`src/design/mhpq_pkg.sv`:
```
// Shared constants and types for the min-heap priority queue.
// Has no dependencies; the top level imports it.
package mhpq_pkg;

    localparam int CAPACITY = 64;
    localparam int DATA_W   = 32;
    localparam int CMD_W    = 2;
    localparam int STATUS_W = 2;
    localparam int COUNT_W  = 7;
    localparam int ADDR_W   = $clog2(CAPACITY);
    localparam int FILL_W   = $clog2(CAPACITY + 1);
    localparam int IDX_W    = ADDR_W + 2;

    typedef logic signed [DATA_W-1:0] data_t;

    localparam logic [CMD_W-1:0] CMD_INSERT  = 2'd0;
    localparam logic [CMD_W-1:0] CMD_EXTRACT = 2'd1;
    localparam logic [CMD_W-1:0] CMD_PEEK    = 2'd2;

    localparam logic [STATUS_W-1:0] ST_OK    = 2'd0;
    localparam logic [STATUS_W-1:0] ST_EMPTY = 2'd1;
    localparam logic [STATUS_W-1:0] ST_FULL  = 2'd2;

endpackage

```
`src/design/min_heap_priority_queue.sv`:
```
// Top level of the min-heap priority queue: command sequencer around the heap RAM.
// Depends on mhpq_pkg and mhpq_ram.
//
// A command is taken when start is high and busy is low; in the cycle after the
// command finishes, done pulses for a single cycle with result_value, status
// and count, and busy drops in that same cycle so the next command can start
// there. The results cannot be held off. The heap lives in one RAM with one
// read and one write per cycle and a registered read, so the sift loops set
// the time. Insert opens a hole at the end and climbs: each level reads the
// parent, then moves it down into the hole if the new value is smaller.
// Extract reads the root, then sifts the last entry down: each level reads
// the left and right child and moves the smaller child up if it is below
// that entry. Peek reads the root; a rejected or unknown command ends in idle.
module min_heap_priority_queue (
    input  logic                           clk,
    input  logic                           rst_n,
    input  logic                           start,
    input  logic [mhpq_pkg::CMD_W-1:0]     cmd,
    input  mhpq_pkg::data_t                value,
    output logic                           busy,
    output logic                           done,
    output mhpq_pkg::data_t                result_value,
    output logic [mhpq_pkg::STATUS_W-1:0]  status,
    output logic [mhpq_pkg::COUNT_W-1:0]   count
);

    import mhpq_pkg::*;

    localparam logic [3:0] S_IDLE   = 4'd0;
    localparam logic [3:0] S_UP_RD  = 4'd1;
    localparam logic [3:0] S_UP_CMP = 4'd2;
    localparam logic [3:0] S_RT_RD  = 4'd3;
    localparam logic [3:0] S_LAST   = 4'd4;
    localparam logic [3:0] S_DN_RL  = 4'd5;
    localparam logic [3:0] S_DN_RR  = 4'd6;
    localparam logic [3:0] S_DN_CMP = 4'd7;

    logic [3:0]          state_reg, state_next;
    logic [ADDR_W-1:0]   pos_reg, pos_next;
    data_t               hold_reg, hold_next;
    data_t               left_reg, left_next;
    logic [FILL_W-1:0]   fill_reg, fill_next;
    data_t               res_reg, res_next;
    logic [STATUS_W-1:0] status_reg, status_next;
    logic                extract_reg, extract_next;
    logic                done_reg, done_next;

    logic                wr_en;
    logic [ADDR_W-1:0]   wr_addr;
    data_t               wr_data;
    logic [ADDR_W-1:0]   rd_addr;
    logic [DATA_W-1:0]   rd_raw;
    data_t               rd_val;

    logic [IDX_W-1:0]    lc_idx;
    logic [IDX_W-1:0]    rc_idx;
    logic [IDX_W-1:0]    fill_ext;
    logic [ADDR_W-1:0]   parent;
    logic [FILL_W-1:0]   last_idx;
    logic                go_left;
    logic                go_right;
    data_t               min_lh;

    mhpq_ram #(
        .WIDTH (DATA_W),
        .DEPTH (CAPACITY)
    ) u_ram (
        .clk     (clk),
        .wr_en   (wr_en),
        .wr_addr (wr_addr),
        .wr_data (wr_data),
        .rd_addr (rd_addr),
        .rd_data (rd_raw)
    );

    assign rd_val   = rd_raw;
    assign lc_idx   = {1'b0, pos_reg, 1'b1};
    assign rc_idx   = lc_idx + IDX_W'(1);
    assign fill_ext = IDX_W'(fill_reg);
    assign parent   = (pos_reg - ADDR_W'(1)) >> 1;
    assign last_idx = fill_reg - FILL_W'(1);

    // Left child wins ties: the right child must be strictly below both.
    assign go_left  = (left_reg < hold_reg);
    assign min_lh   = go_left ? left_reg : hold_reg;
    assign go_right = (rc_idx < fill_ext) && (rd_val < min_lh);

    always_comb
    begin
        state_next   = state_reg;
        pos_next     = pos_reg;
        hold_next    = hold_reg;
        left_next    = left_reg;
        fill_next    = fill_reg;
        res_next     = res_reg;
        status_next  = status_reg;
        extract_next = extract_reg;
        done_next    = 1'b0;
        wr_en        = 1'b0;
        wr_addr      = pos_reg;
        wr_data      = hold_reg;
        rd_addr      = '0;

        case (state_reg)
            S_IDLE:
            begin
                if (start)
                begin
                    res_next    = '0;
                    status_next = ST_OK;
                    case (cmd)
                        CMD_INSERT:
                        begin
                            if (fill_reg == FILL_W'(CAPACITY))
                            begin
                                status_next = ST_FULL;
                                done_next   = 1'b1;
                            end
                            else
                            begin
                                hold_next  = value;
                                pos_next   = fill_reg[ADDR_W-1:0];
                                fill_next  = fill_reg + FILL_W'(1);
                                state_next = S_UP_RD;
                            end
                        end
                        CMD_EXTRACT, CMD_PEEK:
                        begin
                            if (fill_reg == '0)
                            begin
                                status_next = ST_EMPTY;
                                done_next   = 1'b1;
                            end
                            else
                            begin
                                rd_addr      = '0;
                                extract_next = (cmd == CMD_EXTRACT);
                                state_next   = S_RT_RD;
                            end
                        end
                        default:
                        begin
                            done_next = 1'b1;
                        end
                    endcase
                end
            end

            S_UP_RD:
            begin
                if (pos_reg == '0)
                begin
                    wr_en      = 1'b1;
                    state_next = S_IDLE;
                    done_next  = 1'b1;
                end
                else
                begin
                    rd_addr    = parent;
                    state_next = S_UP_CMP;
                end
            end

            S_UP_CMP:
            begin
                wr_en = 1'b1;
                if (hold_reg < rd_val)
                begin
                    // Parent moves down into the hole; the hole moves up.
                    wr_data    = rd_val;
                    pos_next   = parent;
                    state_next = S_UP_RD;
                end
                else
                begin
                    state_next = S_IDLE;
                    done_next  = 1'b1;
                end
            end

            S_RT_RD:
            begin
                res_next = rd_val;
                if (!extract_reg)
                begin
                    state_next = S_IDLE;
                    done_next  = 1'b1;
                end
                else
                begin
                    fill_next  = last_idx;
                    rd_addr    = last_idx[ADDR_W-1:0];
                    state_next = S_LAST;
                end
            end

            S_LAST:
            begin
                hold_next = rd_val;
                pos_next  = '0;
                if (fill_reg == '0)
                begin
                    state_next = S_IDLE;
                    done_next  = 1'b1;
                end
                else
                begin
                    state_next = S_DN_RL;
                end
            end

            S_DN_RL:
            begin
                if (lc_idx >= fill_ext)
                begin
                    wr_en      = 1'b1;
                    state_next = S_IDLE;
                    done_next  = 1'b1;
                end
                else
                begin
                    rd_addr    = lc_idx[ADDR_W-1:0];
                    state_next = S_DN_RR;
                end
            end

            S_DN_RR:
            begin
                left_next  = rd_val;
                rd_addr    = rc_idx[ADDR_W-1:0];
                state_next = S_DN_CMP;
            end

            S_DN_CMP:
            begin
                wr_en = 1'b1;
                if (go_right)
                begin
                    wr_data    = rd_val;
                    pos_next   = rc_idx[ADDR_W-1:0];
                    state_next = S_DN_RL;
                end
                else if (go_left)
                begin
                    wr_data    = left_reg;
                    pos_next   = lc_idx[ADDR_W-1:0];
                    state_next = S_DN_RL;
                end
                else
                begin
                    state_next = S_IDLE;
                    done_next  = 1'b1;
                end
            end

            default:
            begin
                state_next = S_IDLE;
            end
        endcase
    end

    always_ff @(posedge clk or negedge rst_n)
    begin
        if (!rst_n)
        begin
            state_reg   <= S_IDLE;
            fill_reg    <= '0;
            done_reg    <= 1'b0;
            extract_reg <= 1'b0;
        end
        else
        begin
            state_reg   <= state_next;
            fill_reg    <= fill_next;
            done_reg    <= done_next;
            extract_reg <= extract_next;
        end
    end

    always_ff @(posedge clk)
    begin
        pos_reg    <= pos_next;
        hold_reg   <= hold_next;
        left_reg   <= left_next;
        res_reg    <= res_next;
        status_reg <= status_next;
    end

    assign busy         = (state_reg != S_IDLE);
    assign done         = done_reg;
    assign result_value = res_reg;
    assign status       = status_reg;
    assign count        = COUNT_W'(fill_reg);

    // The result pulse always comes with the block ready for the next command.
    assert property (@(posedge clk) disable iff (!rst_n) done |-> !busy)
        else $error("done raised while busy");

    // An accepted command either keeps the sequencer busy or finishes at once.
    assert property (@(posedge clk) disable iff (!rst_n) (start && !busy) |=> (busy || done))
        else $error("accepted command was dropped");

    // The heap RAM is only written by a command in progress.
    assert property (@(posedge clk) disable iff (!rst_n) wr_en |-> busy)
        else $error("RAM written while idle");

    // A full rejection is reported only when the heap really is full.
    assert property (@(posedge clk) disable iff (!rst_n)
        (done && status == ST_FULL) |-> (fill_reg == FILL_W'(CAPACITY)))
        else $error("full status with free entries");

    assert property (@(posedge clk) disable iff (!rst_n) fill_reg <= FILL_W'(CAPACITY))
        else $error("entry count beyond capacity");

endmodule

```
`src/design/mhpq_ram.sv`:
```
// Generic single-port-write, single-port-read RAM with a registered read.
// Standalone; no package dependencies.
module mhpq_ram #(
    parameter int WIDTH = 32,
    parameter int DEPTH = 64
) (
    input  logic                     clk,
    input  logic                     wr_en,
    input  logic [$clog2(DEPTH)-1:0] wr_addr,
    input  logic [WIDTH-1:0]         wr_data,
    input  logic [$clog2(DEPTH)-1:0] rd_addr,
    output logic [WIDTH-1:0]         rd_data
);

    logic [WIDTH-1:0] mem [DEPTH];
    logic [WIDTH-1:0] rd_data_reg;

    always_ff @(posedge clk)
    begin
        if (wr_en)
        begin
            mem[wr_addr] <= wr_data;
        end
        rd_data_reg <= mem[rd_addr];
    end

    assign rd_data = rd_data_reg;

endmodule
```
`config.mk`:
```
export PLATFORM = sky130hd
export DESIGN_NAME = min_heap_priority_queue
export DESIGN_NICKNAME = d
export VERILOG_FILES = /design/src/design/mhpq_pkg.sv /design/src/design/min_heap_priority_queue.sv /design/src/design/mhpq_ram.sv
export SDC_FILE = /design/constraint.sdc
export NUM_CORES = 2
export LEC_CHECK = 0
export ABC_AREA = 1
export BUFFER_PORTS_ARGS = -buffer_cell sky130_fd_sc_hd__clkbuf_2
export CORE_MARGIN = 2
export CORE_UTILIZATION = 63
export DETAILED_ROUTE_END_ITERATION = 6
export PLACE_DENSITY = 0.79
export SLEW_MARGIN = 20
export SYNTH_ARGS = -nofsm -noshare
export SYNTH_HDL_FRONTEND = slang
export SYNTH_SLANG_ARGS = --single-unit
```
`constraint.sdc`:
```
create_clock -name clk -period 6.2 [get_ports clk]
set_input_delay 1.55 -clock clk [delete_from_list [all_inputs] [get_ports clk]]
set_output_delay 1.55 -clock clk [all_outputs]
set_load 0.01 [all_outputs]
```
==> results.yml <==
floorplanning:
  starting_utilization_of_the_core_area_pct: 63.2
  fp.dieW_um: 386
  fp.dieH_um: 386
  placeable_core_region_sq_mm: 0.145
  io_pins: 80
  die_area_sq_mm: 0.149
  num_rows: 140
pwr:
  combinational_power_share_pct: 42.2
  power_frac_clock_pct: 22.0
  power_density_mw_per_mm2: 550
  power_frac_seq_pct: 35.8
  switching_power_as_a_share_of_total_power_pct: 41.6
  vdd_ir_drop_max_mv: 0.452
  p_int_uw: 32800
  switchingPower_uw: 23400
  power_leakage_uw: 0.0328
layout:
  synthToLayoutAreaGrowth_pct: 11.5
  largest_register_ff_count: 2048
  finish.net_count: 7005
  final_design_area_no_fill_sq_mm: 0.102
  largest_register_by_flop_count: "u_ram.mem"
  final_layout_size_suffix_gt1_share_pct: 10.7
placement:
  dpl-instance-area_sq_mm: 0.0957
  place.port_buffers: 79
  dp.final_hpwl_mm: 154
  finalWeightedCongestion: 0.932
setup_path:
  cpLargestDelayFamily: "simple AND/OR/NAND/NOR gates"
  worst_r2r_endpoint: "u_ram.mem[1][31]"
  critPathBufInv: 4
  rr_startpoint: "hold_reg[27]"
  setup.worst_path.start_class: "register"
  criticalPathCategory: "register to register"
  regToRegSetupSlack_ps: 500
  timing.critical_path.slowest_stage_cell: "sky130_fd_sc_hd__nand2_2"
  critPathRequiredTime_ps: 6780
  worst_path_most_repeated_cell: "sky130_fd_sc_hd__nand2_1"
  reg2reg_depth: 22
  crit_path_cell_trace: "inv_1 > ha_1 > a21oi_1 > o21ai_0 > nand2_1 > nand3_1 > a21oi_1 > nand3_1 > nand2_1 > buf_12 > o21ai_0 > ha_1 > nand4_1 > nor4_1 > inv_1 > nor4_1 > nand2_1 > nand3_2 > nand3_2 > o211ai_1 > nand2_2 > buf_12"
  worst_path_largest_cell_delay_ps: 500
  worstSetupEndpointType: "register"
  worstPathArrival_ps: 6280
  crit_fanout: 64
flow_run:
  timing.max_cap.violations: 0
clock_tree:
  post-cts-setup-buffers: 0
  cts-resized-gates: 0
  postCtsHoldBufs: 0
  cts.reportedPaths.clkPinSlew_ps: 60
  tritoncts.num_buffers: 207
  cts_sinks: 2196
  tritoncts_clock_tree: "done"
  ctsRootBufferMaster: "sky130_fd_sc_hd__clkbuf_16"
  htree_num_levels: 4
  clk_path_buf_depth: 3
  clkLatencyLatePin_ps: 870
synthesis:
  syn_inst: 6815
  ys.flop_type: "sky130_fd_sc_hd__edfxtp_1"
  syn_nets: 6964
  post_synthesis_area_per_instance_sq_um: 13.5
  yosysWarnings: 0
  synth_seq_cells: 2196
  yosys.area.top_type_share_pct: 70.4
  synth-async-reset-ratio_pct: 0.546
  cell_area_after_synthesis_sq_mm: 0.0917
  synth_enable_flop_cells: 2152
  yosysSeqAreaShare_pct: 71.5
  synth_area_leader_cell: "sky130_fd_sc_hd__edfxtp_1"
  synth.top_cells.by_area: "sky130_fd_sc_hd__edfxtp_1, sky130_fd_sc_hd__o211ai_1, sky130_fd_sc_hd__nor2_1"
  synth.lib_cells_used.distinct: 50
drt:
  postRouteAntennaNets: 0
  iter_0_drt_violations: 10700
  highest_layer: "met5"
  wl_met2_mm: 124
  met3RoutedLength_mm: 39.4
  detailroute.via_count: 62800
  met1_wl_mm: 97.8
  post-route-drc-count: 0
  drt-pass1-iter-count: 6
  routed_wire_length_per_instance_um: 31.3
  postRouteWirelength_mm: 280
  vias_per_cell: 7.02
timing:
  fin_worst_skew_ps: 42.0
  finalMaxSlewViolations: 0
  timing.final.crit_share_pct: 91.9
  timing.slew.headroom_pct: 14.3
  final-setup-viol-count: 0
  totalNegativeSetupSlack_ps: 0
  timing.final.crit_period_ps: 5700
  worst_margin_pin_slew_ps: 1290
  setup_repair_after_global_routing_missed_its_margin: "no"
  achievable-frequency_mhz: 175
  finalHoldViolations: 0
min_path:
  timing.hold.worst.class: "register to register"
  hold_depth: 0
  timing.hold.worst_endpoint: "left_reg[0]"
  holdCritStartpoint: "u_ram.rd_data[0]"
global_route:
  globalRouteOverflowTotal: 0
  grt_pass1_wl_mm: 403
  antenna_found_initial: 6
  globalRouteTotalUtil_pct: 37.6
  grt_max_degree: 188
  first_global_vias: 60100
status:
  status: "complete, no violations"
## cell type report
class                           instances  area [sq um]
Multi-Input combinational cell       3985         24100
Clock inverter                        116          1080
Fill cell                            9061         42700
Sequential cell                      2196         65600
Clock buffer                          264          5470
Inverter                              143           568
Timing Repair Buffer                  323          3120
Tap cell                             1917          2400
Antenna cell                            3          7.51
## cells by family after synthesis
kind of cell,synth area share [%]
simple gates,11.7
xor+xnor,0.115
compound gates,12.1
fa+ha+maj,1.53
buf+inv,3.01
flops,71.5
## cells in the mapped netlist (9+ instances only)
library cell and instances:
sky130_fd_sc_hd__clkbuf_1 217, sky130_fd_sc_hd__o211ai_1 776, sky130_fd_sc_hd__a21oi_1 87, sky130_fd_sc_hd__dfrtp_1 12, sky130_fd_sc_hd__o31ai_1 258, sky130_fd_sc_hd__nand2_1 287, sky130_fd_sc_hd__xor2_1 10, sky130_fd_sc_hd__edfxtp_1 2152
sky130_fd_sc_hd__nand4_1 51, sky130_fd_sc_hd__buf_4 12, sky130_fd_sc_hd__nor2_1 1198, sky130_fd_sc_hd__nor3_1 14, sky130_fd_sc_hd__ha_1 112, sky130_fd_sc_hd__inv_1 129, sky130_fd_sc_hd__inv_2 11, sky130_fd_sc_hd__buf_2 231
sky130_fd_sc_hd__nand3_1 286, sky130_fd_sc_hd__or2_1 20, sky130_fd_sc_hd__buf_1 25, sky130_fd_sc_hd__or2_0 493, sky130_fd_sc_hd__o311ai_1 102, sky130_fd_sc_hd__nor4_1 9, sky130_fd_sc_hd__o21ai_0 86, sky130_fd_sc_hd__o311ai_0 154
sky130_fd_sc_hd__dfxtp_1 32
## per-layer routing
layer,global-route usage [%],up-vias
li1,-,26000
met1,50.7,30500
met2,55.8,5221
met3,9.43,1043
met4,22.5,4
met5,0.585,-
## cells in the final DEF (no fill, tap or decap), types with 51 or more instances in the layout
master	synthesis	final
sky130_fd_sc_hd__edfxtp_1	2152	2152
sky130_fd_sc_hd__nor2_1	1198	1136
sky130_fd_sc_hd__o211ai_1	776	776
sky130_fd_sc_hd__or2_0	493	493
sky130_fd_sc_hd__nand2_1	287	285
sky130_fd_sc_hd__o31ai_1	258	258
sky130_fd_sc_hd__nand3_1	286	255
sky130_fd_sc_hd__clkbuf_16	0	208
sky130_fd_sc_hd__buf_4	12	173
sky130_fd_sc_hd__o311ai_0	154	154
sky130_fd_sc_hd__inv_1	129	126
sky130_fd_sc_hd__ha_1	112	112
sky130_fd_sc_hd__o311ai_1	102	102
sky130_fd_sc_hd__a21oi_1	87	86
sky130_fd_sc_hd__o21ai_0	86	85
sky130_fd_sc_hd__clkbuf_2	0	79
sky130_fd_sc_hd__buf_12	0	69
sky130_fd_sc_hd__nor2_4	2	62
sky130_fd_sc_hd__nand4_1	51	51
sky130_fd_sc_hd__clkbuf_1	217	51
## power groups by stage
stage | Sequential, uW | Clock, uW | Combinational (uW)
finish | 20100 | 12400 | 23800
floorplan | 20500 | 0 | 14100
global route | 20200 | 12900 | 25200
CTS | 20100 | 12400 | 23000
global placement | 20400 | 0 | 22200
detailed placement | 20400 | 0 | 22700
## through the flow
stage	std cells	setup WS (ps)	hold WS (ps)	total power [uW]	util, %
6_report	8947	500	488	56300	70.6
5_1_grt	8944	134	488	58200	70.5
4_1_cts	8943	563	485	55500	70.5
3_5_place_dp	8563	597	463	43200	66.0
3_3_place_gp	8561	714	466	42500	66.0
2_1_floorplan	6815	526	425	34600	-
## how the worst max path moves through the flow
stage | startpoint | end | slack [ps] | cells after the start
floorplan | pos_reg[0] | u_ram.mem[36][0] | 530 | 10
global placement | hold_reg[25] | u_ram.mem[1][10] | 710 | 26
detailed placement | hold_reg[27] | u_ram.mem[2][31] | 600 | 24
CTS | hold_reg[27] | u_ram.mem[5][31] | 560 | 24
global route | hold_reg[25] | u_ram.mem[5][18] | 130 | 24
finish | hold_reg[27] | u_ram.mem[1][31] | 500 | 22
Note: power is estimated with default switching activity, not from simulation.
